--- src/rotary_dial_mf_sequencer_macros.svh ---
// assertion macros for the rotary dial mf sequencer
// used by modules that hold clk_i and rst_ni; no other dependencies
`ifndef ROTARY_DIAL_MF_SEQUENCER_MACROS_SVH
`define ROTARY_DIAL_MF_SEQUENCER_MACROS_SVH

// plain invariant, checked at every clock edge out of reset
`define RDMS_ASSERT(lbl, cond) \
  lbl: assert property (@(posedge clk_i) disable iff (!rst_ni) (cond)) \
    else $error("rdms invariant violated");

// antecedent implies consequent, property written by the caller
`define RDMS_ASSERT_PROP(lbl, prop) \
  lbl: assert property (@(posedge clk_i) disable iff (!rst_ni) prop) \
    else $error("rdms property violated");

`endif

--- src/rdms_pkg.sv ---
// shared types, constants and tone tables of the rotary dial mf sequencer
// no dependencies
`default_nettype none

package rdms_pkg;

  localparam int STORE_DEPTH = 16;
  localparam int StoreIdxW   = $clog2(STORE_DEPTH);
  localparam int FillW       = $clog2(STORE_DEPTH + 1);

  localparam int QuietW = 16;
  localparam int CfgW   = 16;

  localparam logic [CfgW-1:0] SpinTimeoutReset  = 16'd100;
  localparam logic [CfgW-1:0] DebounceTimeReset = 16'd10;

  localparam logic [3:0]  DigitKp   = 4'd10;
  localparam logic [3:0]  DigitSt   = 4'd11;
  localparam logic [3:0]  PulseMax  = 4'd10;
  localparam logic [11:0] ChirpHz   = 12'd2600;

  typedef enum logic [1:0] {
    OP_TICK = 2'd0,
    OP_KP   = 2'd1,
    OP_ST   = 2'd2,
    OP_2600 = 2'd3
  } op_e;

  typedef enum logic [2:0] {
    ACT_MF       = 3'd0,
    ACT_PULSE    = 3'd1,
    ACT_SEIZE    = 3'd2,
    ACT_NOTE_ON  = 3'd3,
    ACT_NOTE_OFF = 3'd4
  } action_e;

  typedef enum logic {
    CFG_SPIN_TIMEOUT  = 1'b0,
    CFG_DEBOUNCE_TIME = 1'b1
  } cfg_reg_e;

  typedef enum logic {
    SEL_TIMEOUT  = 1'b0,
    SEL_DEBOUNCE = 1'b1
  } cmp_sel_e;

  typedef enum logic [2:0] {
    S_IDLE,
    S_TIMEOUT,
    S_DEBOUNCE,
    S_KEY,
    S_ST_MF,
    S_REPLAY
  } state_e;

  typedef struct packed {
    logic [1:0] op;
    logic       dial_level;
  } in_item_t;

  typedef struct packed {
    logic [2:0]  action;
    logic [3:0]  digit;
    logic [11:0] low_hz;
    logic [10:0] high_hz;
    logic        last;
  } out_item_t;

  function automatic logic [11:0] mf_low_hz(logic [3:0] d);
    logic [11:0] hz;
    case (d)
      4'd0:    hz = 12'd1300;
      4'd1:    hz = 12'd700;
      4'd2:    hz = 12'd700;
      4'd3:    hz = 12'd900;
      4'd4:    hz = 12'd700;
      4'd5:    hz = 12'd900;
      4'd6:    hz = 12'd1100;
      4'd7:    hz = 12'd700;
      4'd8:    hz = 12'd900;
      4'd9:    hz = 12'd1100;
      4'd10:   hz = 12'd1100;
      4'd11:   hz = 12'd1500;
      default: hz = 12'd0;
    endcase
    return hz;
  endfunction

  function automatic logic [10:0] mf_high_hz(logic [3:0] d);
    logic [10:0] hz;
    case (d)
      4'd0:    hz = 11'd1500;
      4'd1:    hz = 11'd900;
      4'd2:    hz = 11'd1100;
      4'd3:    hz = 11'd1100;
      4'd4:    hz = 11'd1300;
      4'd5:    hz = 11'd1300;
      4'd6:    hz = 11'd1300;
      4'd7:    hz = 11'd1500;
      4'd8:    hz = 11'd1500;
      4'd9:    hz = 11'd1500;
      4'd10:   hz = 11'd1700;
      4'd11:   hz = 11'd1700;
      default: hz = 11'd0;
    endcase
    return hz;
  endfunction

  function automatic out_item_t mf_item(logic [3:0] d, logic last);
    out_item_t r;
    r.action  = ACT_MF;
    r.digit   = d;
    r.low_hz  = mf_low_hz(d);
    r.high_hz = mf_high_hz(d);
    r.last    = last;
    return r;
  endfunction

  function automatic out_item_t plain_item(action_e act, logic [11:0] lo, logic last);
    out_item_t r;
    r.action  = act;
    r.digit   = '0;
    r.low_hz  = lo;
    r.high_hz = '0;
    r.last    = last;
    return r;
  endfunction

endpackage

`default_nettype wire

--- src/rdms_cmp_unit.sv ---
// shared saturating counter step and 16-bit magnitude compare
// depends on rdms_pkg
`default_nettype none

module rdms_cmp_unit (
  input  wire logic [rdms_pkg::QuietW-1:0] quiet_i,
  input  wire rdms_pkg::cmp_sel_e          sel_i,
  input  wire logic [rdms_pkg::CfgW-1:0]   spin_timeout_i,
  input  wire logic [rdms_pkg::CfgW-1:0]   debounce_time_i,
  output logic      [rdms_pkg::QuietW-1:0] quiet_inc_o,
  output logic                             gt_o
);
  import rdms_pkg::*;

  logic [QuietW-1:0] cmp_a;
  logic [CfgW-1:0]   cmp_b;

  // saturate at all ones
  assign quiet_inc_o = (&quiet_i) ? quiet_i : quiet_i + 1'b1;

  always_comb begin
    unique case (sel_i)
      SEL_TIMEOUT: begin
        cmp_a = quiet_inc_o;
        cmp_b = spin_timeout_i;
      end
      SEL_DEBOUNCE: begin
        cmp_a = quiet_i;
        cmp_b = debounce_time_i;
      end
    endcase
  end

  assign gt_o = cmp_a > cmp_b;

endmodule

`default_nettype wire

--- src/rotary_dial_mf_sequencer.sv ---
// top level of the rotary dial mf sequencer: control sequencer, digit store, output register
// depends on rdms_pkg, rdms_cmp_unit and rotary_dial_mf_sequencer_macros.svh
//
// usage
//   input channel: in_valid_i / in_stall_o carry one in_item_t per transaction, either a
//   1 ms tick with the raw dial level or a KP, ST or 2600 key press
//   output channel: out_valid_o / out_stall_i carry out_item_t results (tone actions with
//   their mf frequency pair); the final result of a transaction has last set, and a
//   transaction may cause no result at all
//   config channel: cfg_valid_i / cfg_ready_o, index 0 spin_timeout, 1 debounce_time;
//   cfg_ready_o is always high, write only while the block is idle
// timing
//   one transaction at a time through a small sequencer around a shared compare unit
//   tick: timeout compare step, then debounce compare step
//   KP: key step only, ST: key step, plus the ST pair step when it toggles pulse-dial mode
//   2600: key step (seize notice), then a replay step per stored digit, at most 16 digits
//   the first result is registered and appears in the cycle after its step; in_stall_o is high while busy
// reset
//   rst_ni clears all control state and the store fill count at once; no clearing pass
// back pressure
//   a result waits in the output register while out_stall_i is high, and each step
//   that can produce a result (timeout, key, ST pair, replay) waits for the register to free up
`default_nettype none

module rotary_dial_mf_sequencer (
  input  wire logic                         clk_i,
  input  wire logic                         rst_ni,
  // input items
  input  wire logic                         in_valid_i,
  output logic                              in_stall_o,
  input  wire rdms_pkg::in_item_t           in_data_i,
  // results
  output logic                              out_valid_o,
  input  wire logic                         out_stall_i,
  output rdms_pkg::out_item_t               out_data_o,
  // register writes
  input  wire logic                         cfg_valid_i,
  output logic                              cfg_ready_o,
  input  wire logic                         cfg_index_i,
  input  wire logic [rdms_pkg::CfgW-1:0]    cfg_data_i
);
  import rdms_pkg::*;

  `include "rotary_dial_mf_sequencer_macros.svh"

  // configuration registers
  logic [CfgW-1:0] spin_timeout_q, debounce_time_q;

  // sequencer and latched transaction
  state_e state_q, state_d;
  op_e    op_q, op_d;
  logic   level_q, level_d;

  // dial decoder state
  logic [QuietW-1:0] quiet_q, quiet_d;
  logic [3:0]        pulse_count_q, pulse_count_d;
  logic              pending_q, pending_d;
  logic              prev_level_q, prev_level_d;
  logic              stable_q, stable_d;

  // key machine state
  logic       record_q, record_d;
  logic       pulse_mode_q, pulse_mode_d;
  logic [3:0] prev_digit_q, prev_digit_d;
  logic       store_valid_q, store_valid_d;

  // digit store: filled as a prefix, so a fill count stands for the empty marks
  logic [3:0]           store_mem [STORE_DEPTH];
  logic [FillW-1:0]     fill_q, fill_d;
  logic [StoreIdxW-1:0] idx_q, idx_d;
  logic [3:0]           rd_data_q;
  logic                 store_we;
  logic [3:0]           store_wdata;

  // output register
  logic      out_valid_q;
  out_item_t out_q;
  logic      emit;
  out_item_t res;
  logic      out_free;

  // shared compare unit
  cmp_sel_e          cmp_sel;
  logic [QuietW-1:0] quiet_inc;
  logic              cmp_gt;

  // dialed digit: a saturated count of ten is digit zero
  logic [3:0] dial_digit, pulse_num;
  logic       store_room;
  logic       replay_last;

  rdms_cmp_unit u_cmp (
    .quiet_i         (quiet_q),
    .sel_i           (cmp_sel),
    .spin_timeout_i  (spin_timeout_q),
    .debounce_time_i (debounce_time_q),
    .quiet_inc_o     (quiet_inc),
    .gt_o            (cmp_gt)
  );

  assign dial_digit  = (pulse_count_q >= PulseMax) ? 4'd0 : pulse_count_q;
  assign pulse_num   = (dial_digit == 4'd0) ? PulseMax : dial_digit;
  assign store_room  = fill_q < FillW'(STORE_DEPTH);
  assign replay_last = ({1'b0, idx_q} + 1'b1) == fill_q;
  assign out_free    = !out_valid_q || !out_stall_i;

  assign in_stall_o  = (state_q != S_IDLE);
  assign cfg_ready_o = 1'b1;
  assign out_valid_o = out_valid_q;
  assign out_data_o  = out_q;

  // config writes
  always_ff @(posedge clk_i or negedge rst_ni) begin
    if (!rst_ni) begin
      spin_timeout_q  <= SpinTimeoutReset;
      debounce_time_q <= DebounceTimeReset;
    end else if (cfg_valid_i && cfg_ready_o) begin
      unique case (cfg_reg_e'(cfg_index_i))
        CFG_SPIN_TIMEOUT:  spin_timeout_q  <= cfg_data_i;
        CFG_DEBOUNCE_TIME: debounce_time_q <= cfg_data_i;
      endcase
    end
  end

  // sequencer next state and outputs
  always_comb begin
    state_d       = state_q;
    op_d          = op_q;
    level_d       = level_q;
    quiet_d       = quiet_q;
    pulse_count_d = pulse_count_q;
    pending_d     = pending_q;
    prev_level_d  = prev_level_q;
    stable_d      = stable_q;
    record_d      = record_q;
    pulse_mode_d  = pulse_mode_q;
    prev_digit_d  = prev_digit_q;
    store_valid_d = store_valid_q;
    fill_d        = fill_q;
    idx_d         = idx_q;
    store_we      = 1'b0;
    store_wdata   = dial_digit;
    emit          = 1'b0;
    res           = mf_item(dial_digit, 1'b1);
    cmp_sel       = SEL_TIMEOUT;

    unique case (state_q)
      S_IDLE: begin
        idx_d = '0;
        if (in_valid_i) begin
          op_d    = op_e'(in_data_i.op);
          level_d = in_data_i.dial_level;
          state_d = (op_e'(in_data_i.op) == OP_TICK) ? S_TIMEOUT : S_KEY;
        end
      end

      // quiet counter step and spin timeout check
      S_TIMEOUT: begin
        cmp_sel = SEL_TIMEOUT;
        if (out_free) begin
          quiet_d = (level_q != prev_level_q) ? '0 : quiet_inc;
          if (cmp_gt && pending_q) begin
            if (record_q && store_room) begin
              store_we    = 1'b1;
              store_wdata = dial_digit;
              fill_d      = fill_q + 1'b1;
            end
            prev_digit_d  = dial_digit;
            emit          = 1'b1;
            if (pulse_mode_q) begin
              res       = plain_item(ACT_PULSE, ChirpHz, 1'b1);
              res.digit = pulse_num;
            end else begin
              res = mf_item(dial_digit, 1'b1);
            end
            pending_d     = 1'b0;
            pulse_count_d = '0;
          end
          state_d = S_DEBOUNCE;
        end
      end

      // debounce check and rising edge count
      S_DEBOUNCE: begin
        cmp_sel = SEL_DEBOUNCE;
        if (cmp_gt && (level_q != stable_q)) begin
          stable_d = level_q;
          if (level_q) begin
            if (pulse_count_q < PulseMax) begin
              pulse_count_d = pulse_count_q + 1'b1;
            end
            pending_d = 1'b1;
          end
        end
        prev_level_d = level_q;
        state_d      = S_IDLE;
      end

      S_KEY: begin
        if (out_free) begin
          emit = 1'b1;
          unique case (op_q)
            OP_KP: begin
              // KP goes into the store only right after a zero
              if (record_q && (prev_digit_q == 4'd0) && store_room) begin
                store_we    = 1'b1;
                store_wdata = DigitKp;
                fill_d      = fill_q + 1'b1;
              end
              if (prev_digit_q == DigitKp) begin
                prev_digit_d = 4'd0;
                if (record_q) begin
                  record_d = 1'b0;
                  res      = plain_item(ACT_NOTE_OFF, 12'd0, 1'b1);
                  if (fill_q < FillW'(2)) begin
                    fill_d        = '0;
                    store_valid_d = 1'b0;
                  end else begin
                    store_valid_d = 1'b1;
                  end
                end else begin
                  fill_d   = '0;
                  record_d = 1'b1;
                  res      = plain_item(ACT_NOTE_ON, 12'd0, 1'b1);
                end
              end else begin
                prev_digit_d = DigitKp;
                res          = mf_item(DigitKp, 1'b1);
              end
              state_d = S_IDLE;
            end
            OP_ST: begin
              if (record_q && store_room) begin
                store_we    = 1'b1;
                store_wdata = DigitSt;
                fill_d      = fill_q + 1'b1;
              end
              if (prev_digit_q == DigitSt) begin
                // toggle notice first, the ST pair follows
                if (pulse_mode_q) begin
                  pulse_mode_d = 1'b0;
                  prev_digit_d = 4'd0;
                  res          = plain_item(ACT_NOTE_OFF, 12'd0, 1'b0);
                end else begin
                  pulse_mode_d = 1'b1;
                  res          = plain_item(ACT_NOTE_ON, 12'd0, 1'b0);
                end
                state_d = S_ST_MF;
              end else begin
                prev_digit_d = DigitSt;
                res          = mf_item(DigitSt, 1'b1);
                state_d      = S_IDLE;
              end
            end
            OP_2600: begin
              res = plain_item(ACT_SEIZE, ChirpHz, !(store_valid_q && (fill_q != '0)));
              state_d = (store_valid_q && (fill_q != '0)) ? S_REPLAY : S_IDLE;
            end
            OP_TICK: begin
              emit    = 1'b0;
              state_d = S_IDLE;
            end
          endcase
        end
      end

      S_ST_MF: begin
        if (out_free) begin
          emit    = 1'b1;
          res     = mf_item(DigitSt, 1'b1);
          state_d = S_IDLE;
        end
      end

      // one stored digit per cycle while the output register is free, read data registered one step ahead
      S_REPLAY: begin
        if (out_free) begin
          emit = 1'b1;
          res  = mf_item(rd_data_q, replay_last);
          if (replay_last) begin
            idx_d   = '0;
            state_d = S_IDLE;
          end else begin
            idx_d = idx_q + 1'b1;
          end
        end
      end

      default: state_d = S_IDLE;
    endcase
  end

  always_ff @(posedge clk_i or negedge rst_ni) begin
    if (!rst_ni) begin
      state_q       <= S_IDLE;
      op_q          <= OP_TICK;
      level_q       <= 1'b0;
      quiet_q       <= '0;
      pulse_count_q <= '0;
      pending_q     <= 1'b0;
      prev_level_q  <= 1'b0;
      stable_q      <= 1'b0;
      record_q      <= 1'b0;
      pulse_mode_q  <= 1'b0;
      prev_digit_q  <= '0;
      store_valid_q <= 1'b0;
      fill_q        <= '0;
      idx_q         <= '0;
      out_valid_q   <= 1'b0;
    end else begin
      state_q       <= state_d;
      op_q          <= op_d;
      level_q       <= level_d;
      quiet_q       <= quiet_d;
      pulse_count_q <= pulse_count_d;
      pending_q     <= pending_d;
      prev_level_q  <= prev_level_d;
      stable_q      <= stable_d;
      record_q      <= record_d;
      pulse_mode_q  <= pulse_mode_d;
      prev_digit_q  <= prev_digit_d;
      store_valid_q <= store_valid_d;
      fill_q        <= fill_d;
      idx_q         <= idx_d;
      if (emit) begin
        out_valid_q <= 1'b1;
      end else if (!out_stall_i) begin
        out_valid_q <= 1'b0;
      end
    end
  end

  // result payload, no reset needed
  always_ff @(posedge clk_i) begin
    if (emit) begin
      out_q <= res;
    end
  end

  // digit store, write at the fill point, registered read at the replay index
  always_ff @(posedge clk_i) begin
    if (store_we) begin
      store_mem[fill_q[StoreIdxW-1:0]] <= store_wdata;
    end
    rd_data_q <= store_mem[idx_d];
  end

  `RDMS_ASSERT(a_fill_in_range, fill_q <= FillW'(STORE_DEPTH))
  `RDMS_ASSERT(a_pulse_sat, pulse_count_q <= PulseMax)
  `RDMS_ASSERT_PROP(a_replay_has_data, (state_q == S_REPLAY) |-> (store_valid_q && (fill_q != '0)))
  `RDMS_ASSERT_PROP(a_valid_store_size, (store_valid_q && !record_q) |-> (fill_q >= FillW'(2)))
  `RDMS_ASSERT_PROP(a_accept_busy, (in_valid_i && !in_stall_o) |=> (state_q != S_IDLE))

endmodule

`default_nettype wire
--- config.mk ---
export PLATFORM = sky130hd
export DESIGN_NAME = rotary_dial_mf_sequencer
export DESIGN_NICKNAME = d
export VERILOG_FILES = /design/src/rdms_pkg.sv /design/src/rdms_cmp_unit.sv /design/src/rotary_dial_mf_sequencer.sv
export VERILOG_INCLUDE_DIRS = /design/src /design/src/src
export SDC_FILE = /design/constraint.sdc
export NUM_CORES = 1
export LEC_CHECK = 0
export BUFFER_PORTS_ARGS = -buffer_cell sky130_fd_sc_hd__buf_2
export CORE_MARGIN = 10
export CORE_UTILIZATION = 62
export DETAILED_ROUTE_END_ITERATION = 8
export PLACE_DENSITY = 0.81
export SLEW_MARGIN = 20
export SYNTH_ARGS = -nofsm -noshare
export SYNTH_HDL_FRONTEND = slang
export SYNTH_HIERARCHICAL = 1
export SYNTH_SLANG_ARGS = --single-unit
export TNS_END_PERCENT = 100
--- constraint.sdc ---
create_clock -name clk_i -period 5.5 [get_ports clk_i]
set_input_delay 1.1 -clock clk_i [delete_from_list [all_inputs] [get_ports clk_i]]
set_output_delay 1.1 -clock clk_i [all_outputs]
set_load 0.05 [all_outputs]
==> results of run 1 <==
## power by group through the flow
| stage | clock [uW] | sequential [uW] | combinational, uW |
|---|---|---|---|
| after global routing | 1320 | 1780 | 2190 |
| final | 1250 | 1750 | 2010 |
| after floorplan | 0 | 1940 | 1350 |
| after global placement | 0 | 1760 | 1930 |
| after CTS | 1260 | 1750 | 1980 |
| after detailed placement | 0 | 1770 | 1960 |
## final cells by class
type	count	area, um2	share of cell area
clock buffer	17	425	0.0398
clock inverter	15	199	0.0186
sequential	171	4710	0.441
inverter	23	86.3	0.00809
timing repair buffer	63	363	0.0340
tap	211	264	0.0247
multi-input combinational	704	4630	0.433
## worst reg2reg max path: cells and delay by family, from the launching register on
family	cells	cell delay [ps]
and+or+nand+nor	9	1740
AOI/OAI and AO/OA	6	1480
adders and majority gates	2	600
DFF	1	440
muxes	1	420
## state kept, by name, indices dropped and copies added, names as in the netlist
signal and count:
quiet_q 16, state_q 3, fill_q 5, level_q 1, out_valid_o 1, stable_q 1, prev_level_q 1, rd_data_q 4
pulse_count_q 4, pending_q 1, prev_digit_q 4, op_q 2, debounce_time_q 16, out_data_o 25, store_valid_q 1, pulse_mode_q 1
idx_q 4, record_q 1, spin_timeout_q 16, store_mem 64
## per-stage QoR
stage | area [um2] | instances | hold WS [ps] | setup WS, ps
CTS | 10600 | 1203 | 503 | 544
detailed placement | 10000 | 1171 | 488 | 560
finish | 10700 | 1204 | 506 | 461
global placement | 10000 | 1171 | 484 | 669
floorplan | 9690 | 949 | 445 | 987
global route | 10700 | 1204 | 525 | 67.2
## metal layers
metal  global-route usage  part of all wire  vias up
met4               0.0909             0.030        2
met5                    0           0.00031        -
li1                     -                 -     3497
met3               0.0525             0.082       59
met2                0.330              0.46      360
met1                0.276              0.43     3602
## logic make-up after synthesis
family	synth area share
DFF	0.487
xor gates and xnor gates	0.0244
muxes	0.0915
AOI/OAI and AO/OA	0.148
adders and majority gates	0.0569
buffers and inverters	0.0374
other	0.000776
and+or+nand+nor	0.154
## path summary, 6_finish.rpt
path                                        start           endpoint
max in group asynchronous                  rst_ni  spin_timeout_q[5]
worst min-delay path            spin_timeout_q[8]  spin_timeout_q[8]
min in group asynchronous                  rst_ni        quiet_q[15]
worst max register to register         quiet_q[0]    store_mem[3][0]
worst max-delay path                   quiet_q[0]    store_mem[3][0]
worst min register to register  spin_timeout_q[8]  spin_timeout_q[8]
## Yosys cell counts (6+ instances only)
cell	instances	area (um2)
nand2_1	129	484
edfxtp_1	89	2670
dfrtp_1	73	1830
nor2_1	72	270
a21oi_1	70	350
o21ai_0	60	300
mux2_2	48	541
ha_1	44	551
mux2i_1	33	330
nand3_1	26	130
clkbuf_1	24	90.1
inv_1	23	86.3
nor3_1	21	105
nand2b_1	17	106
xnor2_1	16	140
a22oi_1	15	113
a31oi_1	13	81.3
buf_2	12	60.1
nor2b_1	11	68.8
xor2_1	11	96.3
nand4_1	9	56.3
o22ai_1	9	56.3
and3_1	8	50.1
buf_4	8	60.1
a21boi_0	7	52.6
a221o_1	7	70.1
a21o_1	6	45.0
==> flow_metrics.tcl, run 1 <==
set metrics [dict create \
    gp_congestion 0.948 \
    synth_seq_cells 171 \
    h-tree-depth 4 \
    core_um2 15300 \
    drive_gt1_frac 0.168 \
    crit_type "flop to flop" \
    rows 45 \
    postRouteAntennaNets 0 \
    intPower_uw 2940 \
    cp_num_cells 18 \
    clock_path_buffers 2 \
    crit_buf_inv 0 \
    syn_area_per_cell_um2 10.2 \
    synth-edff-count 89 \
    via_count 7520 \
    cts_hold_buffers 0 \
    nFillCells 1120 \
    postCtsSetupRepairBufs 0 \
    p_per_area_nw_per_um2 469 \
    grt.total_usage 0.212 \
    grt_pass1_wl_mm 36.9 \
    p_leak_uw 0.00437 \
    dr.first_iter.drc_count 981 \
    clk_pin_slew_ps 70 \
    dieWidth_um 145 \
    critPathTopFamily "simple AND/OR/NAND/NOR gates" \
    cts_tree "yes" \
    cp-start-kind "flop" \
    tightest_slew_ps 987 \
    boundaryPins 59 \
    fin_crit_ps 5040 \
    holdPathStages 1 \
    antennaDiodeCount 0 \
    async_reset_ff_frac 0.456 \
    numCtsBuffers 17 \
    root_buffer "clkbuf_16" \
    hold_viol_final 0 \
    period_share 0.916 \
    endpoint_kind "flop" \
    drt-total-wl_mm 22.8 \
    syn-cell-area_um2 9680 \
    routed_via_density 6.25 \
    critical-path-slowest-cell "a21oi_1" \
    antenna_found_initial 2 \
    avgRoutedWirePerCell_um 18.9 \
    relSlewSlack 0.342 \
    final_common_cell "nand2_1" \
    syn_inst 946 \
    reg2regPathDepth 18 \
    synthFlopType "edfxtp_1" \
    p_clk_frac 0.249 \
    fin_nets 1049 \
    irDropWorstVdd_mv 0.261 \
    portBuffers 53 \
    comb_power_share 0.401 \
    finalPower_uw 5010 \
    worst_skew_pair.late_latency_ps 440 \
    cts-resized-gates 0 \
    slowest_delay_ps 710 \
    cp.required_ps 5580 \
    cts_sinks 171 \
    utilization 0.700 \
    rrSetupSlack_ps 460 \
    maxCapViolCount 0 \
    status "finished, final reports clean" \
    first_global_vias 7261 \
    initial_utilization 0.634 \
    ys_types 72 \
    critPathMaxFanout 12 \
    dr.pass1.iters 6 \
    finClkSkew_ps 12.5 \
    overflow 0 \
    crit_chain "ha_1, nand3_4, nor4_4, a21oi_1, mux2_2, ha_1, nor2b_1, o211ai_1, a21oi_1, o31ai_1, a21oi_1, nand2_1, nor2_1, nand2_1, o22a_1, nor2_1, nand2_1, nor3_1" \
    hold_path_class "flop to flop" \
    finalMaxSlewViolations 0 \
    rsz0062_at_grt "no" \
    synth_warnings 6 \
    die_area_um2 21000 \
    setup_viol 0 \
    die-height_um 145 \
    cp_data_arrival_time_ps 5120 \
    drc_errors 0 \
    area_growth_pct 10.3 \
    ys_seq_area_frac 0.487 \
    pwr-share-seq 0.350 \
    swShare 0.412 \
    fmax_ghz 0.198 \
    place_hpwl_mm 15.8 \
    grt_max_degree 79 \
    tns_ps 0 \
    switching_power_uw 2070 \
    final_cell_mix "129 x nand2_1, 89 x edfxtp_1, 73 x dfrtp_1" \
]
Power figures use the tool's default switching activity.
==> inputs of run 2 (changes only) <==
- CORE_UTILIZATION: 62 -> 64
- PLACE_DENSITY: 0.81 -> 0.83
- clock period: 5.5 -> 5.8 ns (I/O delays scaled with it)
==> flow_metrics.tcl, run 2 (synthesis results as in run 1) <==
set metrics [dict create \
    status "finished, final reports clean" \
    grt.total_usage 0.222 \
    root_buffer "clkbuf_16" \
    crit_type "flop to flop" \
    p_per_area_nw_per_um2 439 \
    final_cell_mix "129 x nand2_1, 89 x edfxtp_1, 73 x dfrtp_1" \
    final_common_cell "nand2_1" \
    comb_power_share 0.406 \
    boundaryPins 59 \
    clock_path_buffers 2 \
    finalPower_uw 4620 \
    maxCapViolCount 0 \
    critical-path-slowest-cell "dfrtp_1" \
    h-tree-depth 4 \
    tns_ps 0 \
    drt-total-wl_mm 22.6 \
    finClkSkew_ps 10.9 \
    grt_max_degree 79 \
    cts-resized-gates 0 \
    rows 44 \
    utilization 0.716 \
    dr.pass1.iters 6 \
    period_share 0.825 \
    slowest_delay_ps 700 \
    worst_skew_pair.late_latency_ps 430 \
    fin_crit_ps 4780 \
    avgRoutedWirePerCell_um 19.3 \
    irDropWorstVdd_mv 0.252 \
    rsz0062_at_grt "no" \
    portBuffers 53 \
    postCtsSetupRepairBufs 0 \
    area_growth_pct 8.71 \
    hold_path_class "flop to flop" \
    p_leak_uw 0.00431 \
    dieWidth_um 143 \
    fmax_ghz 0.209 \
    nFillCells 1058 \
    routed_via_density 6.34 \
    setup_viol 0 \
    hold_viol_final 0 \
    largest_reg_flops 64 \
    swShare 0.419 \
    cts_sinks 171 \
    cp.required_ps 5870 \
    die_area_um2 20400 \
    antenna_found_initial 1 \
    via_count 7445 \
    switching_power_uw 1940 \
    cp-start-kind "flop" \
    endpoint_kind "flop" \
    core_um2 14700 \
    postRouteAntennaNets 0 \
    dpl_worst_slack_ps 1180 \
    numCtsBuffers 17 \
    finalMaxSlewViolations 0 \
    grt_pass1_wl_mm 36.2 \
    gp_congestion 0.987 \
    cts_tree "yes" \
    intPower_uw 2690 \
    drc_errors 0 \
    timing.final.ws_setup_ps 1020 \
    crit_chain "nor3b_2, buf_4, a21oi_1, buf_4, and3_1, xor2_1, ha_1, nand4_1, nor2_1, o31ai_1, a21oi_1, nand2_1, nor2_1, nand2_1, o22a_1, nor2_1, nand2_1, nor3_1" \
    antennaDiodeCount 0 \
    drive_gt1_frac 0.163 \
    tightest_slew_ps 1030 \
    p_clk_frac 0.228 \
    relSlewSlack 0.313 \
    cp_data_arrival_time_ps 4860 \
    clk_pin_slew_ps 70 \
    overflow 0 \
    pwr-share-seq 0.366 \
    fin_nets 1047 \
    first_global_vias 6914 \
    die-height_um 143 \
    cts_hold_buffers 0 \
    worst_hold_slack_ps 499 \
    initial_utilization 0.659 \
    critPathMaxFanout 24 \
    place_hpwl_mm 15.7 \
    dr.first_iter.drc_count 995 \
]
run 2: power groups by stage:
stage | logic [uW] | registers (uW) | clock network, uW
6_report | 1880 | 1690 | 1060
4_1_cts | 1850 | 1680 | 1060
3_5_place_dp | 1830 | 1710 | 0
5_1_grt | 2030 | 1720 | 1110
2_1_floorplan | 1280 | 1840 | 0
3_3_place_gp | 1800 | 1700 | 0
run 2: worst paths after layout:
kind | from | endpoint | slack [ps] | depth (start not counted)
worst max-delay path | state_q[1] | store_mem[2][0] | 1020 | 18
worst max register to register | state_q[1] | store_mem[2][0] | 1020 | 18
worst min-delay path | pending_q | pending_q | 500 | 2
worst min register to register | pending_q | pending_q | 500 | 2
max in group asynchronous | rst_ni | pulse_count_q[3] | 4280 | 1
min in group asynchronous | rst_ni | debounce_time_q[6] | 880 | 1
run 2: through the flow:
stage | cells | instance area [um2]
floorplan | 949 | 9690
global placement | 1143 | 9980
detailed placement | 1143 | 9980
CTS | 1175 | 10500
global route | 1175 | 10500
finish | 1175 | 10500
run 2: area by class of cell:
class / count / area [um2] / share of cell area
clock inverters: 14 / 111 / 0.0106
flip-flops and latches: 171 / 4710 / 0.448
clock buffers: 18 / 429 / 0.0408
inverters: 23 / 86.3 / 0.00820
well taps: 184 / 230 / 0.0219
multi-input cells: 704 / 4630 / 0.440
repair buffers: 61 / 328 / 0.0311
run 2: critical path, delay by kind of cell, from the launching register on:
kind | cells | cell delay, ps
AOI/OAI and AO/OA | 4 | 650
xor gates and xnor gates | 1 | 140
DFF | 1 | 700
buffers and inverters | 2 | 570
and+or+nand+nor | 10 | 2010
adders and majority gates | 1 | 320
run 2: routing by layer:
layer / part of all wire / vias up / track usage
met2: 0.46 / 347 / 0.345
met1: 0.44 / 3539 / 0.298
met3: 0.073 / 59 / 0.0425
li1: - / 3498 / -
met4: 0.030 / 2 / 0.0928
met5: 0.00057 / - / 0
==> inputs of run 3 (changes only) <==
- CORE_UTILIZATION: 64 -> 56
- PLACE_DENSITY: 0.83 -> 0.77
- clock period: 5.8 -> 4.31 ns (I/O delays scaled with it)
==> flow_metrics.tcl, run 3 (synthesis results as in run 1) <==
set metrics [dict create \
    cp_data_arrival_time_ps 4150 \
    die_area_um2 22900 \
    largest_reg_flops 64 \
    postRouteAntennaNets 0 \
    dieWidth_um 151 \
    drc_errors 0 \
    hold_path_class "flop to flop" \
    finClkSkew_ps 9.26 \
    worst_hold_slack_ps 501 \
    fin_nets 1074 \
    worst_skew_pair.late_latency_ps 430 \
    drive_gt1_frac 0.207 \
    portBuffers 53 \
    grt.total_usage 0.207 \
    numCtsBuffers 17 \
    critPathMaxFanout 5 \
    rows 48 \
    p_per_area_nw_per_um2 591 \
    finalMaxSlewViolations 0 \
    final_common_cell "nand2_1" \
    top_layer "met4" \
    multi_input_area_um2 4690 \
    endpoint_kind "flop" \
    root_buffer "clkbuf_16" \
    tightest_slew_ps 961 \
    period_share 0.940 \
    p_leak_uw 0.00445 \
    area_growth_pct 12.2 \
    dr.first_iter.drc_count 720 \
    first_global_vias 7153 \
    die-height_um 151 \
    status "finished, final reports clean" \
    initial_utilization 0.566 \
    nFillCells 1339 \
    worstReg2RegStart "quiet_q[1]" \
    gp_congestion 0.983 \
    wl_met1_mm 9.63 \
    min_from "pending_q" \
    antenna_found_initial 0 \
    regArea_um2 4720 \
    drt-total-wl_mm 23.7 \
    grt_pass1_wl_mm 37.4 \
    whs_endpoint "pending_q" \
    cp-start-kind "flop" \
    hold_viol_final 0 \
    boundaryPins 59 \
    fin_crit_ps 4050 \
    setup_viol 0 \
    h-tree-depth 4 \
    irDropWorstVdd_mv 0.379 \
    overflow 0 \
    dr_wl_met2_mm 11.5 \
    crit_type "flop to flop" \
    clk_pin_slew_ps 60 \
    clock_path_buffers 2 \
    via_count 7526 \
    final_cell_mix "125 x nand2_1, 89 x edfxtp_1, 68 x dfrtp_1" \
    rrSetupSlack_ps 260 \
    cp.required_ps 4410 \
    place_hpwl_mm 16.6 \
    core_um2 17100 \
    avgRoutedWirePerCell_um 19.0 \
    timing.rr.end "store_mem[11][2]" \
    grt_max_degree 79 \
    dr.pass1.iters 6 \
    relSlewSlack 0.359 \
    routed_via_density 6.05 \
    cts_sinks 171 \
    cts_tree "yes" \
    holdPathStages 2 \
    reg2regPathDepth 18 \
    maxCapViolCount 0 \
    fmax_ghz 0.247 \
    utilization 0.635 \
    antennaDiodeCount 0 \
    dr_wl_met3_mm 1.85 \
]
[run 3: stage by stage]
stage                     instance area [um2]  power (uW)  setup TNS, ps  cells  setup slack [ps]
after detailed placement                10200        4890           -169   1210             -40.7
after global routing                    10900        6760          -53.1   1243             -6.63
after CTS                               10800        6380           -754   1242             -50.7
after global placement                  10200        4850              0   1210               113
final                                   10900        6420              0   1243               258
after floorplan                          9700        4190              0    949               261
[run 3: power breakdown]
| group | total (uW) | internal, uW | switching (uW) |
|---|---|---|---|
| Combinational | 2730 | 913 | 1820 |
| Sequential | 2220 | 2030 | 195 |
| Clock | 1470 | 818 | 653 |
| Total | 6420 | 3760 | 2660 |
[run 3: worst max-delay path by stage]
stage | slack (ps) | endpoint | cells past startpoint | start
6_report | 260 | store_mem[11][2] | 18 | quiet_q[1]
5_1_grt | -7 | store_mem[11][2] | 18 | quiet_q[1]
4_1_cts | -50 | store_mem[11][2] | 18 | quiet_q[1]
3_5_place_dp | -40 | store_mem[15][1] | 18 | quiet_q[1]
3_3_place_gp | 110 | store_mem[2][3] | 19 | quiet_q[0]
2_1_floorplan | 260 | store_mem[3][0] | 18 | state_q[1]
[run 3: layer usage]
metal / up-vias / track usage
li1: 3539 / -
met1: 3558 / 0.261
met2: 371 / 0.342
met3: 58 / 0.0419
met4: 0 / 0.0866
met5: - / 0
[run 3: final cells by class]
cell class,instances,share of cell area
multi-input combinational,704,0.431
clock inverter,12,0.0105
timing repair buffer,88,0.0488
sequential,171,0.434
clock buffer,20,0.0411
inverter,23,0.00795
tap,225,0.0259
[run 3: critical path, cell delays in order, from the launching register on]
cell	delay [ps]
dfrtp_1	360
ha_2	240
nand3_4	120
nor4_4	270
and2_4	210
nand2_1	70
mux2_4	300
ha_1	320
nand4_1	160
a21oi_1	160
a211oi_1	80
a21oi_2	190
nand2_1	110
nor2_1	140
nand2_1	90
o22a_1	270
nor2_4	170
nand2_2	150
nor2_1	290
[run 3: what timing repair did]
item	4_1_cts	5_1_grt
gates resized for setup	2	24
pin swaps	0	1
endpoints found under the hold margin	0	0
hold buffers	0	0
cloned	0	0
buffers inserted	0	1
endpoints found under the setup margin	28	109
